[src/egb_pkg.sv]
// Shared constants, types and state encoding for the epsilon-greedy bandit agent.
// Has no dependencies; every other file of the block uses it by scoped names.
package egb_pkg;

  localparam int NUM_ARMS    = 16;
  localparam int ARM_W       = $clog2(NUM_ARMS);
  localparam int NARM_W      = ARM_W + 1;
  localparam int VALUE_W     = 24;
  localparam int COUNT_W     = 16;
  localparam int DIFF_W      = VALUE_W + 1;
  localparam int DRAW_W      = 16;
  localparam int OUT_VALUE_W = 24;
  localparam int CFG_W       = 16;
  localparam int CFG_IDX_W   = 2;

  // Configuration register indexes.
  localparam logic [CFG_IDX_W-1:0] CFG_EPSILON    = 2'd0;
  localparam logic [CFG_IDX_W-1:0] CFG_FIXED_STEP = 2'd1;
  localparam logic [CFG_IDX_W-1:0] CFG_STEP_SIZE  = 2'd2;
  localparam logic [CFG_IDX_W-1:0] CFG_ARMS       = 2'd3;

  // Reset values: step size 0.1 in Q0.16, ten arms in use.
  localparam logic [DRAW_W-1:0] STEP_SIZE_RESET = 16'd6554;
  localparam logic [4:0]        ARMS_RESET      = 5'd10;

  typedef enum logic [3:0] {
    S_IDLE,
    S_UPD_READ,
    S_UPD_CALC,
    S_UPD_DIV,
    S_UPD_WRITE,
    S_SCAN,
    S_PICK_SETUP,
    S_PICK,
    S_COMMIT
  } state_t;

  // Commands from the controller to the datapath.
  typedef struct packed {
    logic load_in;
    logic upd_read;
    logic upd_mul;
    logic div_start;
    logic upd_write;
    logic scan_step;
    logic pick_setup;
    logic pick_step;
    logic commit;
  } cmd_t;

  // Status from the datapath to the controller.
  typedef struct packed {
    logic upd_needed;
    logic fixed_mode;
    logic den_zero;
    logic div_done;
    logic scan_last;
    logic explore;
    logic pick_hit;
    logic out_free;
  } stat_t;

endpackage

[src/egb_if.sv]
// Valid/ready channel interfaces for the agent's input and result beats.
// Depends on egb_pkg for field widths.
interface egb_in_if;
  logic                                       valid;
  logic                                       ready;
  logic                                       reward_valid;
  logic signed [egb_pkg::VALUE_W-1:0]         reward;
  logic [egb_pkg::DRAW_W-1:0]                 explore_draw;
  logic [egb_pkg::DRAW_W-1:0]                 arm_draw;
  logic [egb_pkg::DRAW_W-1:0]                 tie_draw;

  modport source (output valid, reward_valid, reward, explore_draw, arm_draw, tie_draw,
                  input ready);
  modport sink (input valid, reward_valid, reward, explore_draw, arm_draw, tie_draw,
                output ready);
endinterface

interface egb_out_if;
  logic                                       valid;
  logic                                       ready;
  logic [egb_pkg::ARM_W-1:0]                  chosen_arm;
  logic                                       explored;
  logic signed [egb_pkg::OUT_VALUE_W-1:0]     best_estimate;

  modport source (output valid, chosen_arm, explored, best_estimate, input ready);
  modport sink (input valid, chosen_arm, explored, best_estimate, output ready);
endinterface

[src/epsilon_greedy_bandit_agent.sv]
// Top level of the epsilon-greedy bandit agent: channels, controller, datapath.
// Depends on egb_pkg, egb_if, egb_div, egb_dp and egb_ctrl.
//
// The agent takes one input beat at a time on req and returns exactly one result
// beat on rsp for it. A beat first applies its reward, when flagged, to the arm
// chosen by the previous beat, then walks the arms in use once to find the best
// estimate and its tie count, and, unless it explores, walks them again to find
// the selected tied arm. A reward in 1/count mode goes through a restoring
// divider that produces one quotient bit per cycle. The result sits in an
// output register, so req is ready again as soon as the result is loaded,
// even while rsp is stalled. Configuration registers are written through
// cfg_we, cfg_index and cfg_data; the user must write them only while the
// agent is idle, as the block itself does not enforce it. They take effect
// on the next beat.
module epsilon_greedy_bandit_agent (
  input  logic                              clk,
  input  logic                              rst,
  input  logic                              cfg_we,
  input  logic [egb_pkg::CFG_IDX_W-1:0]     cfg_index,
  input  logic [egb_pkg::CFG_W-1:0]         cfg_data,
  egb_in_if.sink                            req,
  egb_out_if.source                         rsp
);

  egb_pkg::cmd_t  cmd;
  egb_pkg::stat_t stat;

  egb_ctrl u_ctrl (
    .clk      (clk),
    .rst      (rst),
    .in_valid (req.valid),
    .in_ready (req.ready),
    .stat     (stat),
    .cmd      (cmd)
  );

  egb_dp u_dp (
    .clk               (clk),
    .rst               (rst),
    .cfg_we            (cfg_we),
    .cfg_index         (cfg_index),
    .cfg_data          (cfg_data),
    .cmd               (cmd),
    .stat              (stat),
    .in_reward_valid   (req.reward_valid),
    .in_reward         (req.reward),
    .in_explore_draw   (req.explore_draw),
    .in_arm_draw       (req.arm_draw),
    .in_tie_draw       (req.tie_draw),
    .out_valid         (rsp.valid),
    .out_ready         (rsp.ready),
    .out_chosen_arm    (rsp.chosen_arm),
    .out_explored      (rsp.explored),
    .out_best_estimate (rsp.best_estimate)
  );

  // Once a beat is taken, the agent is busy with it and not ready in the next cycle.
  a_busy_after_accept: assert property (@(posedge clk) disable iff (rst)
    (req.valid && req.ready) |=> !req.ready)
    else $error("input accepted again right after a beat");

  // A result is only loaded when the output register is free to take it.
  a_commit_slot_free: assert property (@(posedge clk) disable iff (rst)
    cmd.commit |-> (!rsp.valid || rsp.ready))
    else $error("result committed over a waiting result");

  // An estimate is written only for a reward that applies to a previous arm.
  a_write_needs_reward: assert property (@(posedge clk) disable iff (rst)
    cmd.upd_write |-> stat.upd_needed)
    else $error("estimate written without a valid reward");

endmodule

[src/egb_div.sv]
// Restoring serial divider, one quotient bit per cycle, unsigned operands.
// Depends on egb_pkg for operand widths.
module egb_div (
  input  logic                              clk,
  input  logic                              rst,
  input  logic                              start,
  input  logic [egb_pkg::DIFF_W-1:0]        dividend,
  input  logic [egb_pkg::COUNT_W-1:0]       divisor,
  output logic                              done,
  output logic [egb_pkg::DIFF_W-1:0]        quotient
);

  localparam int STEP_W = $clog2(egb_pkg::DIFF_W);
  localparam logic [STEP_W-1:0] LAST_STEP = STEP_W'(egb_pkg::DIFF_W - 1);

  logic                           busy;
  logic [STEP_W-1:0]              step;
  logic [egb_pkg::COUNT_W-1:0]    rem;
  logic [egb_pkg::COUNT_W-1:0]    den;
  logic [egb_pkg::DIFF_W-1:0]     quo;
  logic [egb_pkg::COUNT_W:0]      trial;
  logic                           fits;

  assign trial    = {rem, quo[egb_pkg::DIFF_W-1]};
  assign fits     = trial >= {1'b0, den};
  assign quotient = quo;

  always_ff @(posedge clk) begin
    if (rst) begin
      busy <= 1'b0;
      done <= 1'b0;
      step <= '0;
    end else begin
      done <= 1'b0;
      if (start) begin
        busy <= 1'b1;
        step <= '0;
      end else if (busy) begin
        step <= step + 1'b1;
        if (step == LAST_STEP) begin
          busy <= 1'b0;
          done <= 1'b1;
        end
      end
    end
  end

  always_ff @(posedge clk) begin
    if (start) begin
      rem <= '0;
      den <= divisor;
      quo <= dividend;
    end else if (busy) begin
      if (fits) begin
        rem <= egb_pkg::COUNT_W'(trial - {1'b0, den});
      end else begin
        rem <= trial[egb_pkg::COUNT_W-1:0];
      end
      quo <= {quo[egb_pkg::DIFF_W-2:0], fits};
    end
  end

endmodule

[src/egb_dp.sv]
// Datapath: configuration, estimate and count registers, update arithmetic,
// arm scan and output register. Depends on egb_pkg and egb_div.
module egb_dp (
  input  logic                                  clk,
  input  logic                                  rst,
  input  logic                                  cfg_we,
  input  logic [egb_pkg::CFG_IDX_W-1:0]         cfg_index,
  input  logic [egb_pkg::CFG_W-1:0]             cfg_data,
  input  egb_pkg::cmd_t                         cmd,
  output egb_pkg::stat_t                        stat,
  input  logic                                  in_reward_valid,
  input  logic signed [egb_pkg::VALUE_W-1:0]    in_reward,
  input  logic [egb_pkg::DRAW_W-1:0]            in_explore_draw,
  input  logic [egb_pkg::DRAW_W-1:0]            in_arm_draw,
  input  logic [egb_pkg::DRAW_W-1:0]            in_tie_draw,
  output logic                                  out_valid,
  input  logic                                  out_ready,
  output logic [egb_pkg::ARM_W-1:0]             out_chosen_arm,
  output logic                                  out_explored,
  output logic signed [egb_pkg::OUT_VALUE_W-1:0] out_best_estimate
);

  localparam int VW    = egb_pkg::VALUE_W;
  localparam int DW    = egb_pkg::DIFF_W;
  localparam int SUM_W = VW + 2;
  localparam int AW    = egb_pkg::ARM_W;
  localparam int NW    = egb_pkg::NARM_W;
  localparam int CW    = egb_pkg::COUNT_W;
  localparam int RW    = egb_pkg::DRAW_W;
  localparam logic signed [VW-1:0]    VALUE_MIN = {1'b1, {(VW-1){1'b0}}};
  localparam logic signed [SUM_W-1:0] SUM_HI    = SUM_W'((64'sd1 <<< (VW-1)) - 1);
  localparam logic signed [SUM_W-1:0] SUM_LO    = SUM_W'(-(64'sd1 <<< (VW-1)));
  localparam logic [NW-1:0] ARMS_MAX = NW'(egb_pkg::NUM_ARMS);

  // Configuration registers.
  logic [RW-1:0]  epsilon;
  logic           const_step;
  logic [RW-1:0]  step_amt;
  logic [4:0]     arms_in_use;
  logic [NW-1:0]  n_eff;

  // Agent state.
  logic signed [VW-1:0] est [egb_pkg::NUM_ARMS];
  logic [CW-1:0]        cnt [egb_pkg::NUM_ARMS];
  logic [AW-1:0]        last_arm;
  logic                 have_last;

  // Latched input beat.
  logic                 rwd_valid;
  logic signed [VW-1:0] reward;
  logic [RW-1:0]        explore_draw;
  logic [RW-1:0]        arm_draw;
  logic [RW-1:0]        tie_draw;

  // Working registers.
  logic signed [VW-1:0] est_old;
  logic                 diff_neg;
  logic [DW-1:0]        mag;
  logic [CW-1:0]        den;
  logic [DW-1:0]        dmag;
  logic [AW-1:0]        idx;
  logic signed [VW-1:0] best;
  logic [NW-1:0]        ties;
  logic [NW-1:0]        pick;
  logic [NW-1:0]        seen;
  logic [AW-1:0]        chosen;
  logic                 explored;

  logic [AW-1:0]         est_addr;
  logic [AW-1:0]         cnt_addr;
  logic signed [VW-1:0]  est_rd;
  logic [CW-1:0]         cnt_rd;
  logic signed [DW-1:0]  diff;
  logic [DW+RW-1:0]      step_prod;
  logic [RW+NW-1:0]      arm_prod;
  logic [RW+NW-1:0]      pick_prod;
  logic signed [SUM_W-1:0] delta;
  logic signed [SUM_W-1:0] sum;
  logic signed [VW-1:0]  est_new;
  logic                  div_done;
  logic [DW-1:0]         quo;
  logic                  explore_now;

  always_ff @(posedge clk) begin
    if (rst) begin
      epsilon     <= '0;
      const_step  <= 1'b0;
      step_amt    <= egb_pkg::STEP_SIZE_RESET;
      arms_in_use <= egb_pkg::ARMS_RESET;
    end else if (cfg_we) begin
      case (cfg_index)
        egb_pkg::CFG_EPSILON:    epsilon     <= cfg_data[RW-1:0];
        egb_pkg::CFG_FIXED_STEP: const_step  <= cfg_data[0];
        egb_pkg::CFG_STEP_SIZE:  step_amt    <= cfg_data[RW-1:0];
        egb_pkg::CFG_ARMS:       arms_in_use <= cfg_data[4:0];
        default: ;
      endcase
    end
  end

  always_comb begin
    if (arms_in_use == 5'd0) begin
      n_eff = NW'(1);
    end else if (NW'(arms_in_use) > ARMS_MAX) begin
      n_eff = ARMS_MAX;
    end else begin
      n_eff = NW'(arms_in_use);
    end
  end

  assign est_addr = cmd.upd_read ? last_arm : idx;
  assign cnt_addr = cmd.upd_read ? last_arm : chosen;
  assign est_rd   = est[est_addr];
  assign cnt_rd   = cnt[cnt_addr];

  assign diff      = DW'(reward) - DW'(est_rd);
  assign step_prod = mag * step_amt;
  assign arm_prod  = arm_draw * n_eff;
  assign pick_prod = tie_draw * ties;
  assign explore_now = explore_draw < epsilon;

  always_comb begin
    delta = diff_neg ? -$signed({1'b0, dmag}) : $signed({1'b0, dmag});
    sum   = SUM_W'(est_old) + delta;
    if (sum > SUM_HI) begin
      est_new = SUM_HI[VW-1:0];
    end else if (sum < SUM_LO) begin
      est_new = SUM_LO[VW-1:0];
    end else begin
      est_new = sum[VW-1:0];
    end
  end

  egb_div u_div (
    .clk      (clk),
    .rst      (rst),
    .start    (cmd.div_start),
    .dividend (mag),
    .divisor  (den),
    .done     (div_done),
    .quotient (quo)
  );

  // Estimates, counts and the previous-arm record.
  always_ff @(posedge clk) begin
    if (rst) begin
      for (int i = 0; i < egb_pkg::NUM_ARMS; i++) begin
        est[i] <= '0;
        cnt[i] <= '0;
      end
      last_arm  <= '0;
      have_last <= 1'b0;
    end else begin
      if (cmd.upd_write) begin
        est[last_arm] <= est_new;
      end
      if (cmd.commit) begin
        if (cnt_rd != {CW{1'b1}}) begin
          cnt[chosen] <= cnt_rd + 1'b1;
        end
        last_arm  <= chosen;
        have_last <= 1'b1;
      end
    end
  end

  // Beat capture and working registers.
  always_ff @(posedge clk) begin
    if (cmd.load_in) begin
      rwd_valid    <= in_reward_valid;
      reward       <= in_reward;
      explore_draw <= in_explore_draw;
      arm_draw     <= in_arm_draw;
      tie_draw     <= in_tie_draw;
      idx          <= '0;
      best         <= VALUE_MIN;
      ties         <= '0;
    end
    if (cmd.upd_read) begin
      est_old  <= est_rd;
      diff_neg <= diff[DW-1];
      mag      <= diff[DW-1] ? DW'(-diff) : DW'(diff);
      den      <= cnt_rd;
    end
    if (cmd.upd_mul) begin
      dmag <= step_prod[DW+RW-1:RW];
    end else if (div_done) begin
      dmag <= quo;
    end
    if (cmd.scan_step) begin
      if (est_rd > best) begin
        best <= est_rd;
        ties <= NW'(1);
      end else if (est_rd == best) begin
        ties <= ties + 1'b1;
      end
      idx <= idx + 1'b1;
    end
    if (cmd.pick_setup) begin
      explored <= explore_now;
      pick     <= pick_prod[RW+NW-1:RW];
      chosen   <= explore_now ? arm_prod[RW+AW-1:RW] : '0;
      idx      <= '0;
      seen     <= '0;
    end
    if (cmd.pick_step) begin
      if (est_rd == best) begin
        if (seen == pick) begin
          chosen <= idx;
        end
        seen <= seen + 1'b1;
      end
      idx <= idx + 1'b1;
    end
  end

  // Output register.
  always_ff @(posedge clk) begin
    if (rst) begin
      out_valid <= 1'b0;
    end else if (cmd.commit) begin
      out_valid <= 1'b1;
    end else if (out_ready) begin
      out_valid <= 1'b0;
    end
  end

  always_ff @(posedge clk) begin
    if (cmd.commit) begin
      out_chosen_arm    <= chosen;
      out_explored      <= explored;
      out_best_estimate <= best;
    end
  end

  always_comb begin
    stat.upd_needed = rwd_valid && have_last;
    stat.fixed_mode = const_step;
    stat.den_zero   = (den == '0);
    stat.div_done   = div_done;
    stat.scan_last  = ({1'b0, idx} == (n_eff - 1'b1));
    stat.explore    = explore_now;
    stat.pick_hit   = (est_rd == best) && (seen == pick);
    stat.out_free   = !out_valid || out_ready;
  end

endmodule

[src/egb_ctrl.sv]
// Controller state machine sequencing the update, scan, pick and commit steps.
// Depends on egb_pkg for the state, command and status types.
module egb_ctrl (
  input  logic            clk,
  input  logic            rst,
  input  logic            in_valid,
  output logic            in_ready,
  input  egb_pkg::stat_t  stat,
  output egb_pkg::cmd_t   cmd
);

  egb_pkg::state_t state;
  egb_pkg::state_t state_next;

  always_ff @(posedge clk) begin
    if (rst) begin
      state <= egb_pkg::S_IDLE;
    end else begin
      state <= state_next;
    end
  end

  always_comb begin
    state_next = state;
    case (state)
      egb_pkg::S_IDLE: begin
        if (in_valid && in_ready) state_next = egb_pkg::S_UPD_READ;
      end
      egb_pkg::S_UPD_READ: begin
        state_next = stat.upd_needed ? egb_pkg::S_UPD_CALC : egb_pkg::S_SCAN;
      end
      egb_pkg::S_UPD_CALC: begin
        if (stat.fixed_mode) begin
          state_next = egb_pkg::S_UPD_WRITE;
        end else if (stat.den_zero) begin
          state_next = egb_pkg::S_SCAN;
        end else begin
          state_next = egb_pkg::S_UPD_DIV;
        end
      end
      egb_pkg::S_UPD_DIV: begin
        if (stat.div_done) state_next = egb_pkg::S_UPD_WRITE;
      end
      egb_pkg::S_UPD_WRITE: state_next = egb_pkg::S_SCAN;
      egb_pkg::S_SCAN: begin
        if (stat.scan_last) state_next = egb_pkg::S_PICK_SETUP;
      end
      egb_pkg::S_PICK_SETUP: begin
        state_next = stat.explore ? egb_pkg::S_COMMIT : egb_pkg::S_PICK;
      end
      egb_pkg::S_PICK: begin
        if (stat.pick_hit || stat.scan_last) state_next = egb_pkg::S_COMMIT;
      end
      egb_pkg::S_COMMIT: begin
        if (stat.out_free) state_next = egb_pkg::S_IDLE;
      end
      default: state_next = egb_pkg::S_IDLE;
    endcase
  end

  always_comb begin
    cmd      = '0;
    in_ready = 1'b0;
    case (state)
      egb_pkg::S_IDLE: begin
        in_ready    = !rst;
        cmd.load_in = in_valid && !rst;
      end
      egb_pkg::S_UPD_READ:   cmd.upd_read = stat.upd_needed;
      egb_pkg::S_UPD_CALC: begin
        cmd.upd_mul   = stat.fixed_mode;
        cmd.div_start = !stat.fixed_mode && !stat.den_zero;
      end
      egb_pkg::S_UPD_DIV:    ;
      egb_pkg::S_UPD_WRITE:  cmd.upd_write  = 1'b1;
      egb_pkg::S_SCAN:       cmd.scan_step  = 1'b1;
      egb_pkg::S_PICK_SETUP: cmd.pick_setup = 1'b1;
      egb_pkg::S_PICK:       cmd.pick_step  = 1'b1;
      egb_pkg::S_COMMIT:     cmd.commit     = stat.out_free;
      default: ;
    endcase
  end

endmodule

[src/flat_wrapper.sv]
// flat-port wrapper written by rule: the top's interface ports become plain ports
module epsilon_greedy_bandit_agent_flat 
  (clk, rst, cfg_we, cfg_index, cfg_data, req_valid, req_reward_valid, req_reward, req_explore_draw, req_arm_draw, req_tie_draw, req_ready, rsp_valid, rsp_chosen_arm, rsp_explored, rsp_best_estimate, rsp_ready);
  egb_in_if req_i ();
  egb_out_if rsp_i ();
  input  logic clk;
  input  logic rst;
  input  logic cfg_we;
  input  logic [egb_pkg::CFG_IDX_W-1:0] cfg_index;
  input  logic [egb_pkg::CFG_W-1:0] cfg_data;
  input wire logic [$bits(req_i.valid)-1:0] req_valid;
  input wire logic [$bits(req_i.reward_valid)-1:0] req_reward_valid;
  input wire logic [$bits(req_i.reward)-1:0] req_reward;
  input wire logic [$bits(req_i.explore_draw)-1:0] req_explore_draw;
  input wire logic [$bits(req_i.arm_draw)-1:0] req_arm_draw;
  input wire logic [$bits(req_i.tie_draw)-1:0] req_tie_draw;
  output wire logic [$bits(req_i.ready)-1:0] req_ready;
  output wire logic [$bits(rsp_i.valid)-1:0] rsp_valid;
  output wire logic [$bits(rsp_i.chosen_arm)-1:0] rsp_chosen_arm;
  output wire logic [$bits(rsp_i.explored)-1:0] rsp_explored;
  output wire logic [$bits(rsp_i.best_estimate)-1:0] rsp_best_estimate;
  input wire logic [$bits(rsp_i.ready)-1:0] rsp_ready;
  assign req_i.valid = req_valid;
  assign req_i.reward_valid = req_reward_valid;
  assign req_i.reward = req_reward;
  assign req_i.explore_draw = req_explore_draw;
  assign req_i.arm_draw = req_arm_draw;
  assign req_i.tie_draw = req_tie_draw;
  assign req_ready = req_i.ready;
  assign rsp_valid = rsp_i.valid;
  assign rsp_chosen_arm = rsp_i.chosen_arm;
  assign rsp_explored = rsp_i.explored;
  assign rsp_best_estimate = rsp_i.best_estimate;
  assign rsp_i.ready = rsp_ready;
  epsilon_greedy_bandit_agent u_core (.clk(clk), .rst(rst), .cfg_we(cfg_we), .cfg_index(cfg_index), .cfg_data(cfg_data), .req(req_i), .rsp(rsp_i));
endmodule
[config.mk]
export PLATFORM = sky130hd
export DESIGN_NAME = epsilon_greedy_bandit_agent_flat
export DESIGN_NICKNAME = d
export VERILOG_FILES = /design/src/egb_pkg.sv /design/src/egb_if.sv /design/src/epsilon_greedy_bandit_agent.sv /design/src/egb_div.sv /design/src/egb_dp.sv /design/src/egb_ctrl.sv /design/src/flat_wrapper.sv
export SDC_FILE = /design/constraint.sdc
export NUM_CORES = 2
export LEC_CHECK = 0
export ABC_AREA = 1
export ABC_CLOCK_PERIOD_IN_PS = 19000
export CAP_MARGIN = 20
export CORE_UTILIZATION = 32
export DETAILED_ROUTE_END_ITERATION = 10
export DONT_BUFFER_PORTS = 1
export PLACE_DENSITY = 0.48
export SLEW_MARGIN = 30
export SYNTH_ARGS = -nofsm -noshare
export SYNTH_HDL_FRONTEND = slang
export SYNTH_SLANG_ARGS = --single-unit
[constraint.sdc]
create_clock -name clk -period 19 [get_ports clk]
set_input_delay 4.75 -clock clk [delete_from_list [all_inputs] [get_ports clk]]
set_output_delay 4.75 -clock clk [all_outputs]
set_load 0.02 [all_outputs]
==> results.sh <==
export IMPL_crit_family="simple AND/OR/NAND/NOR gates"
export IMPL_top_level_ports=127
export IMPL_fp_dieH_microns=456
export IMPL_post_dp_hpwl_microns=143000
export IMPL_critical_path_cell_chain="nor2_1"
export IMPL_yosys_area_top_type="edfxtp_1"
export IMPL_power_share_of_the_combinational_group_pct=37.8
export IMPL_regToRegStartpoint="u_core.u_ctrl.state[0]"
export IMPL_synth_area_leaders="edfxtp_1 (40%), fa_1 (12%), nand2_1 (7.7%)"
export IMPL_layout_area_seq_sq_um=28700
export IMPL_floorplan_rows=166
export IMPL_netlist_top_cells_count="nand2_1 (1353), inv_1 (1095), edfxtp_1 (884), nor2_1 (682), a21oi_1 (538)"
export IMPL_postCtsSetupBuffers=0
export IMPL_detail_route_drc_violations=0
export IMPL_timing_max_transition_violations_final=0
export IMPL_grt_pass1_vias=48400
export IMPL_initial_utilization_pct=32.2
export IMPL_placement_setup_worst_slack_ns=9.12
export IMPL_internal_mw=4.85
export IMPL_die_width_microns=456
export IMPL_final_period_minus_worst_setup_slack_ns=9.89
export IMPL_count_of_input_and_output_buffers=0
export IMPL_leakagePower_nw=31.3
export IMPL_wire_length_of_the_first_global_routing_pass_microns=305000
export IMPL_seq_area_frac_synth_pct=43.6
export IMPL_vias_per_cell=5.01
export IMPL_htreeDepth=3
export IMPL_multi_input_comb_area_sq_um=31400
export IMPL_outcome="completed"
export IMPL_total_global_routing_overflow=0
export IMPL_critical_path_startpoint_type="input pin"
export IMPL_critPathBufInv=0
export IMPL_proportion_of_register_bits_with_asynchronous_set_or_reset_after_synthesis_pct=0
export IMPL_worst_path_largest_cell_delay_ns=0.38
export IMPL_crit_start="rst"
export IMPL_reg2reg_depth=25
export IMPL_area_growth_syn_to_layout_pct=9.67
export IMPL_synth_edff_count=884
export IMPL_finalNonFillerCells=9799
export IMPL_setup_ws_post_layout_ns=9.11
export IMPL_synth_most_common_cell="nand2_1"
export IMPL_critical_path_required_ns=14.25
export IMPL_top_fanout_value_on_the_critical_path=12
export IMPL_critical_path_arrival_ns=5.14
export IMPL_pwr_share_seq_pct=33.1
export IMPL_ys_seq_elements=993
export IMPL_die_area_sq_um=208000
export IMPL_core_footprint_sq_um=205000
export IMPL_final_hold_viol_count=0
export IMPL_worst_slew_pin_transition_ns=1.04
export IMPL_worst_r2r_endpoint="u_core.u_dp.mag[16]"
export IMPL_fraction_of_the_cycle_the_final_worst_path_needs_pct=52.0
export IMPL_most_instantiated_flip_flop_cell_in_the_synthesis_netlist="edfxtp_1"
export IMPL_net_count_after_synthesis=8002
export IMPL_sw_frac_of_total_pct=38.2
export IMPL_ant_nets=0
export IMPL_post_dp_cell_area_sq_um=68300
export IMPL_worst_path_max_delay_cell="nor2_1"
export IMPL_final_nets=7789
export IMPL_avg_cell_area_syn_sq_um=9.11
export IMPL_power_switching_mw=3.00
export IMPL_fin_total_pwr_mw=7.85
export IMPL_worst_skew_pair_late_latency_ns=0.76
export IMPL_timing_max_slew_rel_slack_pct=30.7
export IMPL_worst_hold_path_type="reg2reg"
export IMPL_wl_per_cell_microns=20.7
export IMPL_clock_tree_buffer_depth=3
export IMPL_drt_first_iter_violations=3841
export IMPL_synthesis_yosys_warnings=0
export IMPL_clock_share_of_power_pct=29.1
export IMPL_rsz0062_at_grt="no"
export IMPL_yosys_cell_types_count=61
export IMPL_final_cell_area_sq_um=72200
export IMPL_post_synth_instance_area_sq_um=65900
export IMPL_crit_path_to="req_ready"
export IMPL_tritoncts_num_buffers=111
export IMPL_grt_max_degree=189
export IMPL_cts_hold_repair_buffers=0
export IMPL_cts_sink_count=993
export IMPL_antenna_found_initial=8
export IMPL_timing_max_cap_violations=0
export IMPL_critical_path_endpoint_type="output pin"
export IMPL_vdd_ir_drop_max_mv=0.123
export IMPL_cts_tree="done"
export IMPL_number_of_cells_produced_by_synthesis=7227
export IMPL_post_detailed_routing_wire_length_microns=202000
export IMPL_drtPass1Iterations=8
export IMPL_fin_worst_skew_ns=0.0412
export IMPL_cts_root_buffer_cell="clkbuf_16"
export IMPL_cts_reportedPaths_clkPinSlew_ns=0.06
export IMPL_worstSetupPathType="in2out"
export IMPL_setup_slack_on_the_worst_flop_to_flop_path_ns=11.59
export IMPL_final_setup_viol_count=0
export IMPL_synth_top_cell_area_share_pct=40.3
export IMPL_power_dens_cells_nw_per_um2=109
export IMPL_maxClockFrequency_ghz=0.101
export IMPL_dp_cells=9587
export IMPL_globalRouteTotalUtil_pct=19.3
export IMPL_ctsResizeCount=0
export IMPL_num_fill_cells=20900
export IMPL_gpl_final_weighted_congestion=0.892
export IMPL_timing_setup_tns_ns=0
export IMPL_worst_path_stages=1
export IMPL_share_of_post_route_cells_with_drive_strength_above_1_pct=6.50
export IMPL_num_vias=49100
[kinds of logic after synthesis]
family                     after synthesis  share of synthesized area, %
AOI/OAI and AO/OA                     1110                          9.39
xor gates and xnor gates               140                          1.88
adders and majority gates              679                          17.5
buffers and inverters                 1525                          9.14
DFF                                    993                          43.6
muxes                                   12                         0.182
and+or+nand+nor                       2768                          18.3
[per-stage QoR]
| stage | utilization, % | hold slack [ns] |
|---|---|---|
| 5_1_grt | 35.3 | 0.462 |
| 3_5_place_dp | 33.4 | 0.437 |
| 4_1_cts | 35.3 | 0.450 |
| 3_3_place_gp | 33.3 | 0.434 |
| 2_1_floorplan | - | 0.400 |
| 6_report | 35.3 | 0.453 |
[worst min-delay path by stage]
stage / startpoint / endpoint / slack (ns) / cells after the start
4_1_cts: u_core.u_dp.den[14] / u_core.u_dp.u_div.den[14] / 0.45 / 0
3_5_place_dp: u_core.u_dp.den[14] / u_core.u_dp.u_div.den[14] / 0.44 / 0
3_3_place_gp: u_core.u_dp.den[2] / u_core.u_dp.u_div.den[2] / 0.43 / 0
5_1_grt: u_core.u_dp.den[0] / u_core.u_dp.u_div.den[0] / 0.46 / 0
6_report: u_core.u_dp.den[14] / u_core.u_dp.u_div.den[14] / 0.45 / 0
2_1_floorplan: u_core.u_dp.explored / u_core.u_dp.out_explored / 0.40 / 0
[state kept, by name, summed over array words and instances, names as in the netlist, 5 cells and up]
register and flops:
u_core.u_dp.est_old 24, u_core.u_dp.step_amt 16, u_core.u_dp.dmag 25, u_core.u_dp.u_div.rem 16, u_core.u_dp.est 384, u_core.u_dp.u_div.quotient 25
u_core.u_dp.mag 25, u_core.u_dp.explore_draw 16, u_core.u_dp.u_div.step 5, u_core.u_dp.best 24, u_core.u_dp.arms_in_use 5, u_core.u_dp.arm_draw 16
u_core.u_dp.cnt 256, u_core.u_dp.out_best_estimate 24, u_core.u_dp.u_div.den 16, u_core.u_dp.tie_draw 16, u_core.u_dp.den 16, u_core.u_dp.reward 24
u_core.u_dp.pick 5, u_core.u_dp.ties 5, u_core.u_dp.epsilon 16, u_core.u_dp.seen 5
[cell usage in the layout, fill, tap and decap left out, drive strengths merged, types with 2 or more instances in the layout]
master / n
nor2: 688
or2: 90
ha: 276
clkinvlp: 3
buf: 94
a211oi: 9
nor4: 21
dfxtp: 109
a21boi: 4
bufinv: 15
mux2i: 12
nor3: 46
a31oi: 8
edfxtp: 884
clkinv: 50
nand4: 38
o221ai: 88
o31ai: 5
a21oi: 538
o21a: 17
o211ai: 34
o2111ai: 5
o21ai: 368
nand3: 397
nand2: 1362
o22ai: 7
xnor2: 55
a221oi: 2
clkbuf: 140
nand3b: 121
fa: 403
o32ai: 4
a21o: 10
inv: 1106
o21bai: 7
xor2: 85
[power by group through the flow]
stage	clock, mW	sequential, mW	combinational (mW)
6_report	2.28	2.60	2.97
5_1_grt	2.41	2.60	3.35
4_1_cts	2.33	2.60	3.00
3_5_place_dp	0	2.64	2.98
3_3_place_gp	0	2.64	2.98
2_1_floorplan	0	2.59	2.14
[routing by layer]
layer	GRT usage, %	wire length [microns]	vias to the layer above
li1	-	-	23200
met1	25.2	87400	24400
met2	32.4	97400	1222
met3	2.35	9360	271
met4	7.52	8140	12
met5	0	86	-
[layout make-up]
class                           count  share of cell area (%)
Clock inverter                     69                    1.14
Sequential cell                   993                    39.8
Tap cell                         2688                    4.66
Inverter                         1105                    5.75
Multi-Input combinational cell   4709                    43.4
Antenna cell                        1                 0.00346
Timing Repair Buffer               94                    1.09
Clock buffer                      140                    4.18
(Power assumes the default switching activity.)
